File: config.mk
export PLATFORM = sky130hd
export DESIGN_NAME = bht_fifo
export DESIGN_NICKNAME = d
export VERILOG_FILES = /design/src/rtl/core/bht_pkg.sv /design/src/rtl/core/bht_fifo.sv
export SDC_FILE = /design/constraint.sdc
export NUM_CORES = 1
export LEC_CHECK = 0
export BUFFER_PORTS_ARGS = -buffer_cell sky130_fd_sc_hd__buf_4
export CAP_MARGIN = 40
export CORE_MARGIN = 1.5
export CORE_UTILIZATION = 35
export DETAILED_ROUTE_END_ITERATION = 12
export HOLD_SLACK_MARGIN = 0.12
export SLEW_MARGIN = 0
export SYNTH_ARGS = -nofsm -noshare
export SYNTH_HDL_FRONTEND = slang
export SYNTH_SLANG_ARGS = --single-unit
File: constraint.sdc
create_clock -name i_clk -period 3 [get_ports i_clk]
set_input_delay 0.6 -clock i_clk [delete_from_list [all_inputs] [get_ports i_clk]]
set_output_delay 0.6 -clock i_clk [all_outputs]
set_load 0.1 [all_outputs]
File: src/rtl/core/bht_pkg.sv
// ----------------------------------------------------------------------------
// bht_pkg
// Shared types, reset constants and ranking function for the ball tracker.
// ----------------------------------------------------------------------------
`default_nettype none
package bht_pkg;

    localparam logic [15:0] DECAY_RST  = 16'd13521;
    localparam logic [14:0] RADIUS_RST = 15'd686;
    localparam logic [15:0] THR_RST    = 16'd1311;

    localparam logic [1:0] CFG_DECAY  = 2'd0;
    localparam logic [1:0] CFG_RADIUS = 2'd1;
    localparam logic [1:0] CFG_THR    = 2'd2;

    typedef struct packed {
        logic        seen;
        logic [15:0] x;
        logic [15:0] y;
    } t_frame;

    typedef struct packed {
        logic [15:0] decay;
        logic [14:0] radius;
        logic [15:0] thr;
    } t_cfg;

    function automatic logic rank_above(
        input logic [15:0] ca, input logic [15:0] xa, input logic [15:0] ya,
        input logic [15:0] cb, input logic [15:0] xb, input logic [15:0] yb);
        logic r;
        if (ca != cb) begin
            r = ca > cb;
        end else if (xa != xb) begin
            r = $signed(xa) > $signed(xb);
        end else begin
            r = $signed(ya) > $signed(yb);
        end
        return r;
    endfunction

endpackage
`default_nettype wire

File: src/rtl/core/bht_fifo.sv
// ----------------------------------------------------------------------------
// bht_fifo
// Two-word queue of frame words between front and back.
// ----------------------------------------------------------------------------
`default_nettype none
module bht_fifo (
    input  wire logic   i_clk,
    input  wire logic   i_rst_n,
    input  wire logic   i_push,
    input  wire bht_pkg::t_frame i_frame,
    input  wire logic   i_pop,
    output logic        o_full,
    output logic        o_valid,
    output bht_pkg::t_frame o_frame
);
    bht_pkg::t_frame r_mem [2];
    logic       r_wp, r_rp;
    logic [1:0] r_cnt;

    assign o_full  = r_cnt == 2'd2;
    assign o_valid = r_cnt != 2'd0;
    assign o_frame = r_mem[r_rp];

    always_ff @(posedge i_clk) begin
        if (i_push) begin
            r_mem[r_wp] <= i_frame;
        end
        if (!i_rst_n) begin
            r_wp  <= 1'b0;
            r_rp  <= 1'b0;
            r_cnt <= 2'd0;
        end else begin
            if (i_push) begin
                r_wp <= !r_wp;
            end
            if (i_pop) begin
                r_rp <= !r_rp;
            end
            r_cnt <= r_cnt + {1'b0, i_push} - {1'b0, i_pop};
        end
    end
endmodule
`default_nettype wire

==> metrics.yaml <==
routing:
  drt_pass1_iterations: 4
  postRouteAntennaNets: 0
  viasPerCell: 4.30
  remaining_drc_errors: 0
  num_vias: 1343
  drtIter0Drc: 73
  wl_per_cell_um: 14.1
  drt-total-wl_um: 4390
clock_tree:
  insertion_delay_ps: 340
  cts_root_buf: "clkbuf_8"
  numCtsBuffers: 9
  cts_num_sinks: 71
  clk_pin_slew_ps: 80
  post-cts-setup-buffers: 0
  cts_tree: "built"
  cts_resized: 0
  ctsHoldBuffers: 0
  h-tree-depth: 3
  clockBufferDepth: 2
die:
  initial_core_util: 0.360
  core_area_mm2: 0.00769
  fp.dieH_um: 91.9
  floorplan.die_area_mm2: 0.00844
  die_w_um: 91.9
  ios: 72
  rows: 32
setup_path:
  worstSetupPathType: "reg -> out"
  crit_chain: "buf_4 -> mux2_4 -> buf_4"
  slowest_stage: "dfxtp_2"
  cp_num_buf_inv: 2
  cp.depth: 3
  crit_path_start_kind: "flip-flop"
  cp_slowest_stage_delay_ps: 610
  end_kind: "primary output"
  path_max_fanout: 15
  path_delay_family: "flip-flops"
  critPathArrivalTime_ps: 1840
  crit_top_cell: "buf_4"
  reg2regPathDepth: 1
  worst_ep_required_time_ps: 2400
  regToRegSetupSlack_ps: 1540
yosys:
  yosysMostFrequentCell: "edfxtp_1"
  async_reset_ff_frac: 0
  synth_cell_types: 14
  synth_cells: 124
  synth_nets: 163
  synth_area_leaders: "edfxtp_1, mux2_4, dfxtp_1, buf_12, mux2_2"
  ys.flop_type: "edfxtp_1"
  yosysTopAreaCellShare: 0.717
  synth_area_mm2: 0.00277
  ys_warn_count: 0
  synth_common_cells: "edfxtp_1, mux2_4, dfxtp_1"
  ys_ff_latch: 71
  yosysTopAreaCell: "edfxtp_1"
  synth_edf_count: 66
  synth.yosys.seq_area_share: 0.753
  syn_avg_cell_area_um2: 22.3
min_path:
  hold_path_class: "in -> reg"
  hold_depth: 1
outcome:
  status: "complete, no violations"
timing:
  setup_violations: 0
  rsz0062_at_grt: "false"
  tightest_slew_ps: 812
  drv_slew: 0
  max_freq_mhz: 410
  finalHoldViolCount: 0
  min_period_over_period: 0.813
  slew_headroom: 0.459
  period_needed_ps: 2440
  skew_ps: 7.47
  tns_ps: 0
final_layout:
  fin_nets: 244
  drive_above_1_share: 0.600
  areaGrowthSynthToFinish_pct: 30.4
  diodes: 0
  fin_area_mm2: 0.00360
job:
  max_cap_viol_count: 0
pwr:
  p_per_area_mw_per_mm2: 739
  p_leak_nw: 1.44
  ir_drop_v: 0.000455
global_routing:
  grt_overflow: 0
  grt_pass1_vias: 1339
  grt_use_total: 0.110
  grt_max_degree: 35
  antenna_found_initial: 0
  grt_pass1_wl_um: 6630
place:
  globalplace.congestion: 0.689
  io_buffers: 71
  hpwl_um: 2940
  placed_area_mm2: 0.00339
## stage by stage
step	hold WS (ps)	instances	worst slack [ps]	utilization	power, mW
detailed placement	561	296	891	0.441	1.88
floorplan	555	124	450	-	1.75
global placement	558	296	899	0.441	1.87
CTS	420	312	517	0.469	2.70
global route	411	312	471	0.469	2.76
finish	441	312	561	0.469	2.66
## area by class of cell
| cell class | count | area, µm² |
|---|---|---|
| clock inverter | 7 | 93.8 |
| timing repair buffer | 74 | 556 |
| sequential | 71 | 2080 |
| tap | 102 | 128 |
| inverter | 2 | 7.51 |
| clock buffer | 9 | 124 |
| fill | 695 | 4080 |
| multi-input combinational | 47 | 613 |
## flip-flops by register name, summed over array words and instances (netlist names), named ones only
name and flops:
r_wp 1, r_rp 1, r_mem 66, r_cnt 2
## cell usage in the layout (no fill, tap or decap)
| master | count |
|---|---|
| bufinv_16 | 2 |
| ha_1 | 2 |
| edfxtp_1 | 66 |
| o21a_1 | 1 |
| and2_2 | 1 |
| inv_6 | 2 |
| clkbuf_8 | 9 |
| xnor3_1 | 1 |
| buf_4 | 74 |
| mux2_4 | 30 |
| mux2_2 | 3 |
| and2_1 | 3 |
| clkinvlp_4 | 1 |
| clkinv_1 | 1 |
| inv_1 | 2 |
| clkinv_2 | 1 |
| dfxtp_1 | 4 |
| nor2b_4 | 1 |
| or2_2 | 1 |
| xor2_1 | 1 |
| nor2b_1 | 3 |
| dfxtp_2 | 1 |
## report_power, final
| part | internal (mW) | switching, mW |
|---|---|---|
| combinational | 0.195 | 0.486 |
| clock | 0.469 | 0.343 |
| sequential | 1.14 | 0.0262 |
## per-layer routing
| layer | vias up | part of all wire | GRT usage |
|---|---|---|---|
| met5 | - | 0 | 0 |
| met3 | 8 | 0.061 | 0.0481 |
| met1 | 655 | 0.42 | 0.126 |
| met2 | 42 | 0.49 | 0.169 |
| li1 | 638 | - | - |
| met4 | 0 | 0.022 | 0.0692 |
## path summary, 6_finish.rpt
| kind | start | to |
|---|---|---|
| max reg2reg | r_wp$_SDFFE_PN0P_ | r_mem[1][10]$_DFFE_PP_ |
| max | flip-flop | o_frame[13] |
| min reg2reg | r_rp$_SDFFE_PN0P_ | flip-flop |
| min | i_frame[2] | r_mem[0][2]$_DFFE_PP_ |
## cell families after synthesis
kind of cell / Yosys count / share of synthesized area
AOI/OAI and AO/OA: 1 / 0.00272
xor gates and xnor gates: 2 / 0.0113
adders and majority gates: 2 / 0.00905
buffers and inverters: 6 / 0.0285
DFF: 71 / 0.753
muxes: 33 / 0.175
and+or+nand+nor: 9 / 0.0204
(Power assumes the default switching activity.)
