### config.mk
export PLATFORM = sky130hd
export DESIGN_NAME = bht_front_flat
export DESIGN_NICKNAME = d
export VERILOG_FILES = /design/src/rtl/core/bht_pkg.sv /design/src/rtl/core/bht_if.sv /design/src/rtl/core/bht_front.sv /design/src/flat_wrapper.sv
export SDC_FILE = /design/constraint.sdc
export NUM_CORES = 1
export LEC_CHECK = 0
export BUFFER_PORTS_ARGS = -buffer_cell sky130_fd_sc_hd__buf_2
export CAP_MARGIN = 20
export CORE_ASPECT_RATIO = 1.5
export CORE_MARGIN = 1.5
export CORE_UTILIZATION = 40
export CTS_CLUSTER_DIAMETER = 200
export DETAILED_ROUTE_END_ITERATION = 7
export GPL_TIMING_DRIVEN = 0
export PLACE_DENSITY = 0.67
export RECOVER_POWER = 25
export SYNTH_ARGS = -nofsm -noshare
export SYNTH_HDL_FRONTEND = slang
export SYNTH_SLANG_ARGS = --single-unit
### constraint.sdc
create_clock -name i_clk -period 5.46 [get_ports i_clk]
set_input_delay 0.273 -clock i_clk [delete_from_list [all_inputs] [get_ports i_clk]]
set_output_delay 0.273 -clock i_clk [all_outputs]
set_load 0.02 [all_outputs]
### src/rtl/core/bht_pkg.sv
// ----------------------------------------------------------------------------
// bht_pkg
// Shared types, reset constants and ranking function for the ball tracker.
// ----------------------------------------------------------------------------
`default_nettype none
package bht_pkg;

    localparam logic [15:0] DECAY_RST  = 16'd13521;
    localparam logic [14:0] RADIUS_RST = 15'd686;
    localparam logic [15:0] THR_RST    = 16'd1311;

    localparam logic [1:0] CFG_DECAY  = 2'd0;
    localparam logic [1:0] CFG_RADIUS = 2'd1;
    localparam logic [1:0] CFG_THR    = 2'd2;

    typedef struct packed {
        logic        seen;
        logic [15:0] x;
        logic [15:0] y;
    } t_frame;

    typedef struct packed {
        logic [15:0] decay;
        logic [14:0] radius;
        logic [15:0] thr;
    } t_cfg;

    function automatic logic rank_above(
        input logic [15:0] ca, input logic [15:0] xa, input logic [15:0] ya,
        input logic [15:0] cb, input logic [15:0] xb, input logic [15:0] yb);
        logic r;
        if (ca != cb) begin
            r = ca > cb;
        end else if (xa != xb) begin
            r = $signed(xa) > $signed(xb);
        end else begin
            r = $signed(ya) > $signed(yb);
        end
        return r;
    endfunction

endpackage
`default_nettype wire

### src/rtl/core/bht_if.sv
// ----------------------------------------------------------------------------
// bht_if
// Valid/ready channels: detections in, estimates out, register writes.
// ----------------------------------------------------------------------------
`default_nettype none
interface bht_obs_if;
    logic        valid;
    logic        ready;
    logic        obs_present;
    logic [15:0] obs_confidence;
    logic [15:0] obs_x;
    logic [15:0] obs_y;
    logic        frame_last;
    modport source (output valid, obs_present, obs_confidence, obs_x, obs_y, frame_last,
                    input ready);
    modport sink   (input valid, obs_present, obs_confidence, obs_x, obs_y, frame_last,
                    output ready);
endinterface

`default_nettype wire

### src/rtl/core/bht_front.sv
// ----------------------------------------------------------------------------
// bht_front
// Keeps the best detection of a frame, emits one frame word at frame end.
// ----------------------------------------------------------------------------
`default_nettype none
module bht_front (
    input  wire logic   i_clk,
    input  wire logic   i_rst_n,
    bht_obs_if.sink     i_obs,
    input  wire logic   i_full,
    output logic        o_push,
    output bht_pkg::t_frame o_frame
);
    logic        r_seen;
    logic [15:0] r_conf, r_x, r_y;
    logic        acc, take;

    assign i_obs.ready = !i_full;
    assign acc  = i_obs.valid && i_obs.ready;
    assign take = i_obs.obs_present && (!r_seen ||
                  bht_pkg::rank_above(i_obs.obs_confidence, i_obs.obs_x, i_obs.obs_y,
                                      r_conf, r_x, r_y));

    assign o_push       = acc && i_obs.frame_last;
    assign o_frame.seen = r_seen || take;
    assign o_frame.x    = take ? i_obs.obs_x : r_x;
    assign o_frame.y    = take ? i_obs.obs_y : r_y;

    always_ff @(posedge i_clk) begin
        if (!i_rst_n) begin
            r_seen <= 1'b0;
            r_conf <= '0;
            r_x    <= '0;
            r_y    <= '0;
        end else if (acc) begin
            if (i_obs.frame_last) begin
                r_seen <= 1'b0;
                r_conf <= '0;
                r_x    <= '0;
                r_y    <= '0;
            end else if (take) begin
                r_seen <= 1'b1;
                r_conf <= i_obs.obs_confidence;
                r_x    <= i_obs.obs_x;
                r_y    <= i_obs.obs_y;
            end
        end
    end
endmodule
`default_nettype wire

### src/flat_wrapper.sv
// flat-port wrapper written by rule: the top's interface ports become plain ports
module bht_front_flat 
  (i_clk, i_rst_n, i_full, o_push, o_frame, i_obs_valid, i_obs_obs_present, i_obs_obs_confidence, i_obs_obs_x, i_obs_obs_y, i_obs_frame_last, i_obs_ready);
  bht_obs_if i_obs_i ();
  input  wire logic i_clk;
  input  wire logic i_rst_n;
  input  wire logic i_full;
  output logic o_push;
  output bht_pkg::t_frame o_frame;
  input wire logic [$bits(i_obs_i.valid)-1:0] i_obs_valid;
  input wire logic [$bits(i_obs_i.obs_present)-1:0] i_obs_obs_present;
  input wire logic [$bits(i_obs_i.obs_confidence)-1:0] i_obs_obs_confidence;
  input wire logic [$bits(i_obs_i.obs_x)-1:0] i_obs_obs_x;
  input wire logic [$bits(i_obs_i.obs_y)-1:0] i_obs_obs_y;
  input wire logic [$bits(i_obs_i.frame_last)-1:0] i_obs_frame_last;
  output wire logic [$bits(i_obs_i.ready)-1:0] i_obs_ready;
  assign i_obs_i.valid = i_obs_valid;
  assign i_obs_i.obs_present = i_obs_obs_present;
  assign i_obs_i.obs_confidence = i_obs_obs_confidence;
  assign i_obs_i.obs_x = i_obs_obs_x;
  assign i_obs_i.obs_y = i_obs_obs_y;
  assign i_obs_i.frame_last = i_obs_frame_last;
  assign i_obs_ready = i_obs_i.ready;
  bht_front u_core (.i_clk(i_clk), .i_rst_n(i_rst_n), .i_obs(i_obs_i), .i_full(i_full), .o_push(o_push), .o_frame(o_frame));
endmodule
==> results of run 1 <==
path summary, 6_finish.rpt:
check,start,to
worst min register to register,u_core.r_conf[2],u_core.r_conf[2]
worst max-delay path,u_core.r_conf[11],o_frame[14]
worst max register to register,u_core.r_conf[11],u_core.r_x[10]
worst min-delay path,i_obs_obs_y[0],u_core.r_y[0]
worst max-delay path: cells and delay by family, from the launching register on:
| kind | cells | cell delay, ps |
|---|---|---|
| compound gates | 2 | 420 |
| fa+ha+maj | 1 | 310 |
| buf+inv | 3 | 410 |
| flops | 1 | 320 |
| mux | 1 | 360 |
| simple gates | 4 | 1490 |
state kept, by name, indices dropped and copies added, names as in the netlist:
signal,flops
u_core.r_seen,1
u_core.r_x,16
u_core.r_y,16
u_core.r_conf,16
final cells by class:
type | count | area, sq um
clock inverter | 3 | 17.5
clock buffer | 5 | 125
multi-input combinational | 309 | 2340
timing repair buffer | 88 | 437
inverter | 50 | 188
buffer | 18 | 105
tap | 110 | 138
sequential | 49 | 981
fill | 901 | 4500
cells by family after synthesis:
logic type / share of synthesized area
AOI/OAI and AO/OA: 0.0761
adders and majority gates: 0.165
buffers and inverters: 0.0844
DFF: 0.269
muxes: 0.230
and+or+nand+nor: 0.176
power groups by stage:
stage	registers (uW)	clock network [uW]	logic, uW
2_1_floorplan	376	0	131
3_3_place_gp	377	0	196
3_5_place_dp	378	0	200
4_1_cts	369	315	201
5_1_grt	370	330	219
6_report	370	305	196
through the flow:
stage,worst slack (ps),instance area [sq um]
after floorplan,2550,3650
after global placement,2150,4230
after detailed placement,2100,4230
after CTS,1830,4370
after global routing,1320,4330
final,1560,4330
layer usage:
layer	global-route usage	vias up
met3	0.0342	10
li1	-	1630
met5	0	-
met2	0.335	70
met4	0.0603	0
met1	0.202	1482
cells in the final DEF (no fill, tap or decap), types with 7 or more instances in the layout:
cell type	instances
nand2_1	104
buf_2	85
inv_1	50
dfxtp_1	49
mux2i_1	48
ha_1	48
mux2_2	31
clkbuf_1	16
a21oi_1	12
nand4_1	8
nor2_1	7
nand3_1	7
==> results.sh, run 1 <==
export IMPL_cpMaxStageDelayCell="nor4_1"
export IMPL_grt_pass1_vias=3193
export IMPL_irDropWorstVdd_uv=105
export IMPL_fp_dieW_um=81.0
export IMPL_io_pins=89
export IMPL_r2r_cells=11
export IMPL_gp_congestion=0.815
export IMPL_p_per_area_mw_per_mm2=201
export IMPL_synth_most_common_cell="nand2_1"
export IMPL_routed_wl_met3_um=356
export IMPL_period_minus_slack_ps=3900
export IMPL_viasPerCell=5.05
export IMPL_wl_met2_mm=4.41
export IMPL_fp_row_count=42
export IMPL_holdPathStages=3
export IMPL_grtUsageTotal=0.182
export IMPL_power_frac_seq=0.425
export IMPL_post_cts_resized=0
export IMPL_cp_arrival_ps=3620
export IMPL_avgRoutedWirePerCell_um=13.3
export IMPL_startpoint_type="flop"
export IMPL_crit_chain="inv_1 -> ha_1 -> nand4_1 -> nor4_1 -> or4b_1 -> o211ai_1 -> nand2_1 -> a41oi_4 -> buf_6 -> mux2_2 -> buf_2"
export IMPL_place_inst=624
export IMPL_relSlewSlack=0.444
export IMPL_synth_seq_area_share=0.269
export IMPL_start_util=0.413
export IMPL_die_area_sq_mm=0.00972
export IMPL_clkTransAtPathRegs_ps=70
export IMPL_layout_nets=623
export IMPL_synth_edf_count=0
export IMPL_synthCells=426
export IMPL_critical_path_class="reg2out"
export IMPL_vias=3192
export IMPL_top_layer="met4"
export IMPL_worstMarginPinSlew_ps=827
export IMPL_synth_nets=528
export IMPL_status="finished, final reports clean"
export IMPL_grt_pass1_wl_mm=14.0
export IMPL_end_kind="primary output"
export IMPL_rsz0062_at_grt="no"
export IMPL_p_sw_uw=252
export IMPL_cts_root_buf="clkbuf_16"
export IMPL_grt_max_degree=16
export IMPL_cts_tree="done"
export IMPL_report_final_slew_viol_count=0
export IMPL_met1_length_mm=3.46
export IMPL_finalHoldViolations=0
export IMPL_drtPass1Iterations=4
export IMPL_numCtsBuffers=5
export IMPL_netlist_area_sq_mm=0.00365
export IMPL_drive_above_1_share=0.253
export IMPL_p_clk_frac=0.350
export IMPL_antenna_found_initial=0
export IMPL_ys_ff_latch=49
export IMPL_async_flop_share=0
export IMPL_final_cells=632
export IMPL_cts_setup_buffers=0
export IMPL_p_sw_frac=0.290
export IMPL_core_area_sq_mm=0.00883
export IMPL_fin_util=0.490
export IMPL_die_y_um=120
export IMPL_synth_area_leaders="dfxtp_1 (27%), ha_1 (16%), mux2i_1 (13%)"
export IMPL_r2r_setup_slack_ps=1810
export IMPL_critical_path_max_stage_delay_ps=710
export IMPL_synth_top_area_frac=0.269
export IMPL_timing_max_cap_violations=0
export IMPL_cts_htree_levels=2
export IMPL_p_leak_uw=0.00180
export IMPL_p_int_uw=618
export IMPL_drc=0
export IMPL_hold_path_class="in2reg"
export IMPL_clk_path_buf_depth=2
export IMPL_fin_crit_sh=0.714
export IMPL_synth_common_cells="nand2_1 (104), inv_1 (50), dfxtp_1 (49)"
export IMPL_finalSetupViolations=0
export IMPL_dp_hpwl_mm=6.77
export IMPL_yosysTopAreaCell="dfxtp_1"
export IMPL_fin_skew_ps=3.11
export IMPL_tns_ps=0
export IMPL_clock_latency_ps=290
export IMPL_ys_warn_count=0
export IMPL_whs_ps=244
export IMPL_max_freq_mhz=257
export IMPL_drtIter0Drc=100
export IMPL_synth_flop_cell="dfxtp_1"
export IMPL_required_ps=5190
export IMPL_cts_sinks=49
export IMPL_grt_ovfl_total=0
export IMPL_syn_area_per_cell_sq_um=8.56
export IMPL_worstPathMaxFanout=10
export IMPL_combinationalPowerShare=0.225
export IMPL_p_total_uw=870
export IMPL_portBuffers=88
export IMPL_wirelength_mm=8.39
export IMPL_antenna_cells=0
export IMPL_cts_hold_buf=0
export IMPL_synth_distinct_cells=41
export IMPL_postRouteAntennaNets=0
export IMPL_syn_to_final_growth_pct=18.6
(Power assumes the default switching activity.)
==> run 2, diff against run 1 <==
- ABC_AREA: default -> 1
- PLACE_DENSITY: 0.67 -> 0.68
- clock period: 5.46 -> 3.1 ns (I/O delays scaled with it)
==> run 2 against run 1 <==
  * Combinational power grew 120%
  * Sequential cell count unchanged
  * Sequential share of layout area decreased by 1.8 points
  * Final cell count rose by 27%
  * Clock power is 110% higher
  * Setup slack got worse by 1400 ps
  * Die area increased by 7.6%
  * Clock skew grew 3.0 ps
  * Global-route usage is 1.9 points higher
  * Synthesized cell count grew 39%
  * Sequential power increased by 76%
  * Largest cell class unchanged
==> results.sh, run 2 <==
export IMPL_status="finished, final reports clean"
export IMPL_synth_area_leaders="dfxtp_1 (25%), ha_1 (15%), nand2_1 (12%)"
export IMPL_synth_seq_area_share=0.249
export IMPL_grt_pass1_vias=3889
export IMPL_relSlewSlack=0.637
export IMPL_drc=0
export IMPL_avgRoutedWirePerCell_um=12.9
export IMPL_netlist_area_sq_mm=0.00394
export IMPL_final_cell_mix="nand2_1 (123), inv_1 (103), buf_2 (91)"
export IMPL_period_minus_slack_ps=2900
export IMPL_antenna_cells=0
export IMPL_fin_skew_ps=6.10
export IMPL_cpMaxStageDelayCell="dfxtp_1"
export IMPL_synth_fa_ha_area_frac=0.153
export IMPL_grt_pass1_wl_mm=17.2
export IMPL_mostFrequentLayoutCell="nand2_1"
export IMPL_syn_area_per_cell_sq_um=6.66
export IMPL_critPathTopFamily="simple AND/OR/NAND/NOR gates"
export IMPL_yosysTopAreaCell="dfxtp_1"
export IMPL_syn_to_final_growth_pct=19.2
export IMPL_preCtsSetupSlack_ps=479
export IMPL_clk_path_buf_depth=2
export IMPL_critPathMostFrequentCell="nand2_1"
export IMPL_layout_nets=787
export IMPL_synth_nets=693
export IMPL_ys_warn_count=0
export IMPL_rsz0062_at_grt="yes"
export IMPL_synth_mux_area_frac=0
export IMPL_report_final_slew_viol_count=0
export IMPL_fp_dieW_um=84.0
export IMPL_async_flop_share=0
export IMPL_cts_root_buf="clkbuf_16"
export IMPL_p_leak_uw=0.00221
export IMPL_crit_buf_inv=4
export IMPL_largestRegisters="u_core.r_conf: 16 flops, u_core.r_x: 16 flops, u_core.r_y: 16 flops"
export IMPL_die_area_sq_mm=0.0105
export IMPL_synth_flop_cell="dfxtp_1"
export IMPL_portBuffers=87
export IMPL_finalWorstSetupSlack_ps=198
export IMPL_startpoint="u_core.r_x[11]"
export IMPL_end_kind="primary output"
export IMPL_wirelength_mm=10.3
export IMPL_synthCells=591
export IMPL_startpoint_type="flop"
export IMPL_final_cells=801
export IMPL_vias=4024
export IMPL_irDropWorstVdd_uv=242
export IMPL_cts_setup_buffers=0
export IMPL_antenna_found_initial=0
export IMPL_grt_max_degree=15
export IMPL_p_per_area_mw_per_mm2=371
export IMPL_synth_compound_area_share=0.108
export IMPL_drive_above_1_share=0.181
export IMPL_grt_ovfl_total=0
export IMPL_max_freq_mhz=345
export IMPL_worstMarginPinSlew_ps=544
export IMPL_finalSetupViolations=0
export IMPL_dp_hpwl_mm=8.15
export IMPL_cts_sinks=49
export IMPL_cts_htree_levels=2
export IMPL_worstPathMaxFanout=10
export IMPL_synth_edf_count=0
export IMPL_ys_ff_latch=49
export IMPL_gp_congestion=0.841
export IMPL_r2r_start="u_core.r_x[11]"
export IMPL_critical_path_class="reg2out"
export IMPL_place_inst=793
export IMPL_postRouteAntennaNets=0
export IMPL_clock_latency_ps=300
export IMPL_post_cts_resized=0
export IMPL_dpl_cell_area_sq_mm=0.00451
export IMPL_synth_most_common_cell="nand2_1"
export IMPL_hp_start="i_rst_n"
export IMPL_clkTransAtPathRegs_ps=70
export IMPL_grtUsageTotal=0.201
export IMPL_cp_arrival_ps=2750
export IMPL_start_util=0.408
export IMPL_required_ps=2940
export IMPL_fp_row_count=44
export IMPL_synth_top_area_frac=0.249
export IMPL_fin_crit_sh=0.936
export IMPL_drtPass1Iterations=4
export IMPL_numCtsBuffers=5
export IMPL_timing_max_cap_violations=0
export IMPL_io_pins=89
export IMPL_critical_path_max_stage_delay_ps=330
export IMPL_cts_tree="done"
export IMPL_crit_chain="inv_1 -> ha_1 -> nand2_1 -> inv_1 -> nand3_1 -> nor3_2 -> nand2_1 -> nor2_2 -> o21a_1 -> nand2_1 -> nand2_1 -> nand2_1 -> nand2_4 -> buf_2 -> nand3_1 -> and2_1 -> buf_2"
export IMPL_cts_hold_buf=0
export IMPL_hold_path_class="in2reg"
export IMPL_drtIter0Drc=179
export IMPL_viasPerCell=5.02
export IMPL_finish_instance_area_sq_mm=0.00469
export IMPL_finalHoldViolations=0
export IMPL_synth_top_family_by_area="simple AND/OR/NAND/NOR gates"
export IMPL_synth_xor_area_share=0
export IMPL_core_area_sq_mm=0.00963
export IMPL_synth_simple_gate_area_frac=0.349
export IMPL_die_y_um=124
export IMPL_synth_common_cells="nand2_1 (123), inv_1 (103), nand3_1 (76)"
export IMPL_synth_distinct_cells=25
==> run 2: cell types whose count changed after synthesis, sizes merged, moves of 5 or more <==
| cell | before | now |
|---|---|---|
| mux2i | 48 | 0 |
| mux2 | 32 | 0 |
| and2 | 0 | 32 |
| nand2 | 104 | 125 |
| buf | 8 | 14 |
| nand4 | 8 | 17 |
| clkbuf | 10 | 15 |
| nand3 | 7 | 88 |
| nor2 | 7 | 14 |
| a21oi | 12 | 71 |
| inv | 50 | 104 |
==> run 2: layer usage <==
layer / global-route usage / share of wire / vias to the layer above
met5: 0 / 0 / -
met4: 0.0685 / 0.017 / 0
met3: 0.0265 / 0.036 / 11
met2: 0.384 / 0.53 / 102
met1: 0.223 / 0.42 / 1813
li1: - / - / 2098
==> run 2: worst paths after layout <==
| kind | endpoint | depth (start not counted) | slack [ps] |
|---|---|---|---|
| worst max-delay path | o_frame[13] | 17 | 200 |
| worst min-delay path | u_core.r_seen | 3 | 140 |
| worst max register to register | u_core.r_conf[7] | 17 | 640 |
| worst min register to register | u_core.r_x[4] | 2 | 470 |
==> run 2: area by class of cell <==
class | instances | area, sq um
Fill cell | 972 | 4940
Multi-Input combinational cell | 409 | 2400
Sequential cell | 49 | 981
Timing Repair Buffer | 87 | 433
Inverter | 104 | 390
Buffer | 29 | 165
Tap cell | 115 | 144
Clock buffer | 7 | 143
Clock inverter | 1 | 30.0
==> run 2: cell families (layout without fill, tap and decap cells) <==
family	Yosys count	in the layout
fa+ha+maj	48	48
flops	49	49
compound gates	82	82
simple gates	279	279
buf+inv	133	228
==> run 2: where the power goes <==
group,total (uW),switching (uW),internal [uW],leakage [uW]
Sequential,653,7.94,645,0.000397
Clock,649,245,404,0.0000841
Combinational,440,272,167,0.00173
Total,1740,525,1220,0.00221
==> run 2: stage by stage <==
step | setup TNS (ps) | utilization | total power [uW] | hold slack (ps)
2_1_floorplan | 0 | - | 960 | 280
3_3_place_gp | 0 | 0.469 | 1100 | 419
3_5_place_dp | 0 | 0.469 | 1110 | 433
4_1_cts | 0 | 0.486 | 1760 | 124
5_1_grt | -296 | 0.487 | 1840 | 166
6_report | 0 | 0.487 | 1740 | 142
==> run 2: worst reg2reg max path: stages (launching register included) <==
cell,delay (ps)
dfxtp_1,330
inv_1,60
ha_1,290
nand2_1,50
inv_1,60
nand3_1,90
nor3_2,150
nand2_1,90
nor2_2,120
o21a_1,130
nand2_1,60
nand2_1,70
nand2_1,90
nand2_4,110
nand3_2,190
buf_2,270
nand3_1,100
a21oi_1,70
==> run 3, diff against run 2 <==
- GPL_TIMING_DRIVEN: 0 -> default
==> run 3 against run 2 <==
  * Largest cell class unchanged
  * Critical endpoint is now o_frame[2]
  * Fmax barely moved
  * Worst hold slack lost 17 ps
  * Core utilization up 1.2 points
  * First-iteration DRC count grew 3.9%
  * Combinational power is 3% higher
  * Global-route usage about the same
  * Clock power down 0.8%
  * Register-to-register slack got worse by 130 ps
  * Clock skew is 1.6 ps higher
==> results.sh, run 3 (synthesis gave the netlist of run 2 again) <==
export IMPL_required_ps=2940
export IMPL_viasPerCell=5.17
export IMPL_postRouteAntennaNets=0
export IMPL_grt_max_degree=38
export IMPL_crit_chain="inv_1 -> ha_1 -> nand2_1 -> nor3_2 -> nand2_1 -> nor2_1 -> o21a_1 -> nand2_1 -> nand2_2 -> nand2_4 -> nand2_8 -> clkbuf_16 -> nand3_1 -> and2_1 -> buf_2"
export IMPL_cp_arrival_ps=2740
export IMPL_antenna_cells=0
export IMPL_startpoint_type="flop"
export IMPL_r2r_setup_slack_ps=510
export IMPL_tns_ps=0
export IMPL_die_area_sq_mm=0.0105
export IMPL_p_total_uw=1750
export IMPL_portBuffers=88
export IMPL_drtPass1Iterations=4
export IMPL_critPathTopFamily="simple AND/OR/NAND/NOR gates"
export IMPL_worstMarginPinSlew_ps=959
export IMPL_start_util=0.408
export IMPL_layout_nets=778
export IMPL_cts_root_buf="clkbuf_16"
export IMPL_avgRoutedWirePerCell_um=13.7
export IMPL_die_y_um=124
export IMPL_critical_path_class="reg2out"
export IMPL_cts_tree="done"
export IMPL_clkTransAtPathRegs_ps=70
export IMPL_drtIter0Drc=186
export IMPL_finalHoldViolations=0
export IMPL_p_leak_uw=0.00227
export IMPL_status="finished, final reports clean"
export IMPL_wirelength_mm=10.8
export IMPL_r2r_cells=15
export IMPL_antenna_found_initial=0
export IMPL_hold_path_class="in2reg"
export IMPL_critical_path_max_stage_delay_ps=340
export IMPL_whs_ps=124
export IMPL_end_kind="primary output"
export IMPL_grt_pass1_wl_mm=17.2
export IMPL_p_per_area_mw_per_mm2=364
export IMPL_relSlewSlack=0.361
export IMPL_largestRegisters="u_core.r_conf: 16 flops, u_core.r_x: 16 flops, u_core.r_y: 16 flops"
export IMPL_critPathMostFrequentCell="nand2_1"
export IMPL_numCtsBuffers=5
export IMPL_grtUsageTotal=0.201
export IMPL_cpMaxStageDelayCell="dfxtp_1"
export IMPL_fin_crit_sh=0.935
export IMPL_grt_ovfl_total=0
export IMPL_report_final_slew_viol_count=0
export IMPL_syn_to_final_growth_pct=22.0
export IMPL_crit_buf_inv=3
export IMPL_cts_hold_buf=0
export IMPL_cp_depth=15
export IMPL_clock_latency_ps=300
export IMPL_holdPathStages=3
export IMPL_fin_skew_ps=7.73
export IMPL_grt_pass1_vias=3936
export IMPL_finalSetupViolations=0
export IMPL_irDropWorstVdd_uv=245
export IMPL_final_cell_mix="nand2_1 (121), inv_1 (103), buf_2 (86)"
export IMPL_timing_max_cap_violations=0
export IMPL_core_area_sq_mm=0.00963
export IMPL_io_pins=89
export IMPL_cts_sinks=49
export IMPL_gp_congestion=0.834
export IMPL_cts_htree_levels=2
export IMPL_dp_hpwl_mm=7.57
export IMPL_max_freq_mhz=345
export IMPL_fp_dieW_um=84.0
export IMPL_clk_path_buf_depth=2
export IMPL_worstPathMaxFanout=7
export IMPL_mostFrequentLayoutCell="nand2_1"
export IMPL_rsz0062_at_grt="no"
export IMPL_period_minus_slack_ps=2900
export IMPL_drc=0
export IMPL_drive_above_1_share=0.201
export IMPL_fp_row_count=44
export IMPL_vias=4094
## run 3: cell types whose count changed in the layout (fill, tap and decap cells not counted), sizes merged
cell    before  now
clkbuf      24   11
buf         99  100
clkinv       0    1
nand2      125  127
## run 3: path summary, 6_finish.rpt
path,to,from
hold reg to reg,u_core.r_x[4],u_core.r_x[4]
setup reg to reg,u_core.r_conf[11],u_core.r_x[15]
setup / recovery,o_frame[2],u_core.r_x[15]
hold / removal,u_core.r_seen,i_rst_n
## run 3: layer usage
| layer | vias to the layer above | GRT usage | part of all wire |
|---|---|---|---|
| met5 | - | 0 | 0 |
| met4 | 0 | 0.0810 | 0.023 |
| met3 | 15 | 0.0325 | 0.044 |
| met2 | 106 | 0.387 | 0.53 |
| met1 | 1884 | 0.212 | 0.40 |
| li1 | 2089 | - | - |
## run 3: metrics by stage
stage / cell area (sq um) / setup WS, ps / cells / util
4_1_cts: 4600 / 40.0 / 781 / 0.477
3_3_place_gp: 4430 / 340 / 773 / 0.459
3_5_place_dp: 4430 / 288 / 773 / 0.459
6_report: 4800 / 201 / 792 / 0.498
5_1_grt: 4800 / 2.47 / 792 / 0.498
2_1_floorplan: 3940 / 903 / 591 / -
## run 3: cell type report
cell class,count,area [sq um]
multi-input cells,411,2480
repair buffers,105,643
clock buffers,6,129
clock inverters,2,38.8
fillers,968,4830
well taps,115,144
inverters,104,390
flip-flops and latches,49,981
## run 3: power breakdown
group	leakage [uW]	internal, uW	switching (uW)	total, uW
clock network	0.0000810	383	260	644
registers	0.000397	645	7.98	653
logic	0.00180	173	279	452
## run 3: worst reg2reg max path, cell delays in order (launching register included)
cell	delay, ps
dfxtp_1	340
inv_1	60
ha_1	340
nand2_1	100
nor3_2	220
nand2_1	70
nor2_1	160
o21a_1	140
nand2_1	60
nand2_2	90
nand2_4	80
nand2_2	100
buf_4	120
nand3_2	300
nand3_1	210
a21oi_1	80
## run 3: repair_timing
action	CTS	global route
buffers inserted	0	6
pin swaps	0	5
gates cloned	0	5
resized for setup	1	14
setup endpoints to repair	2	33
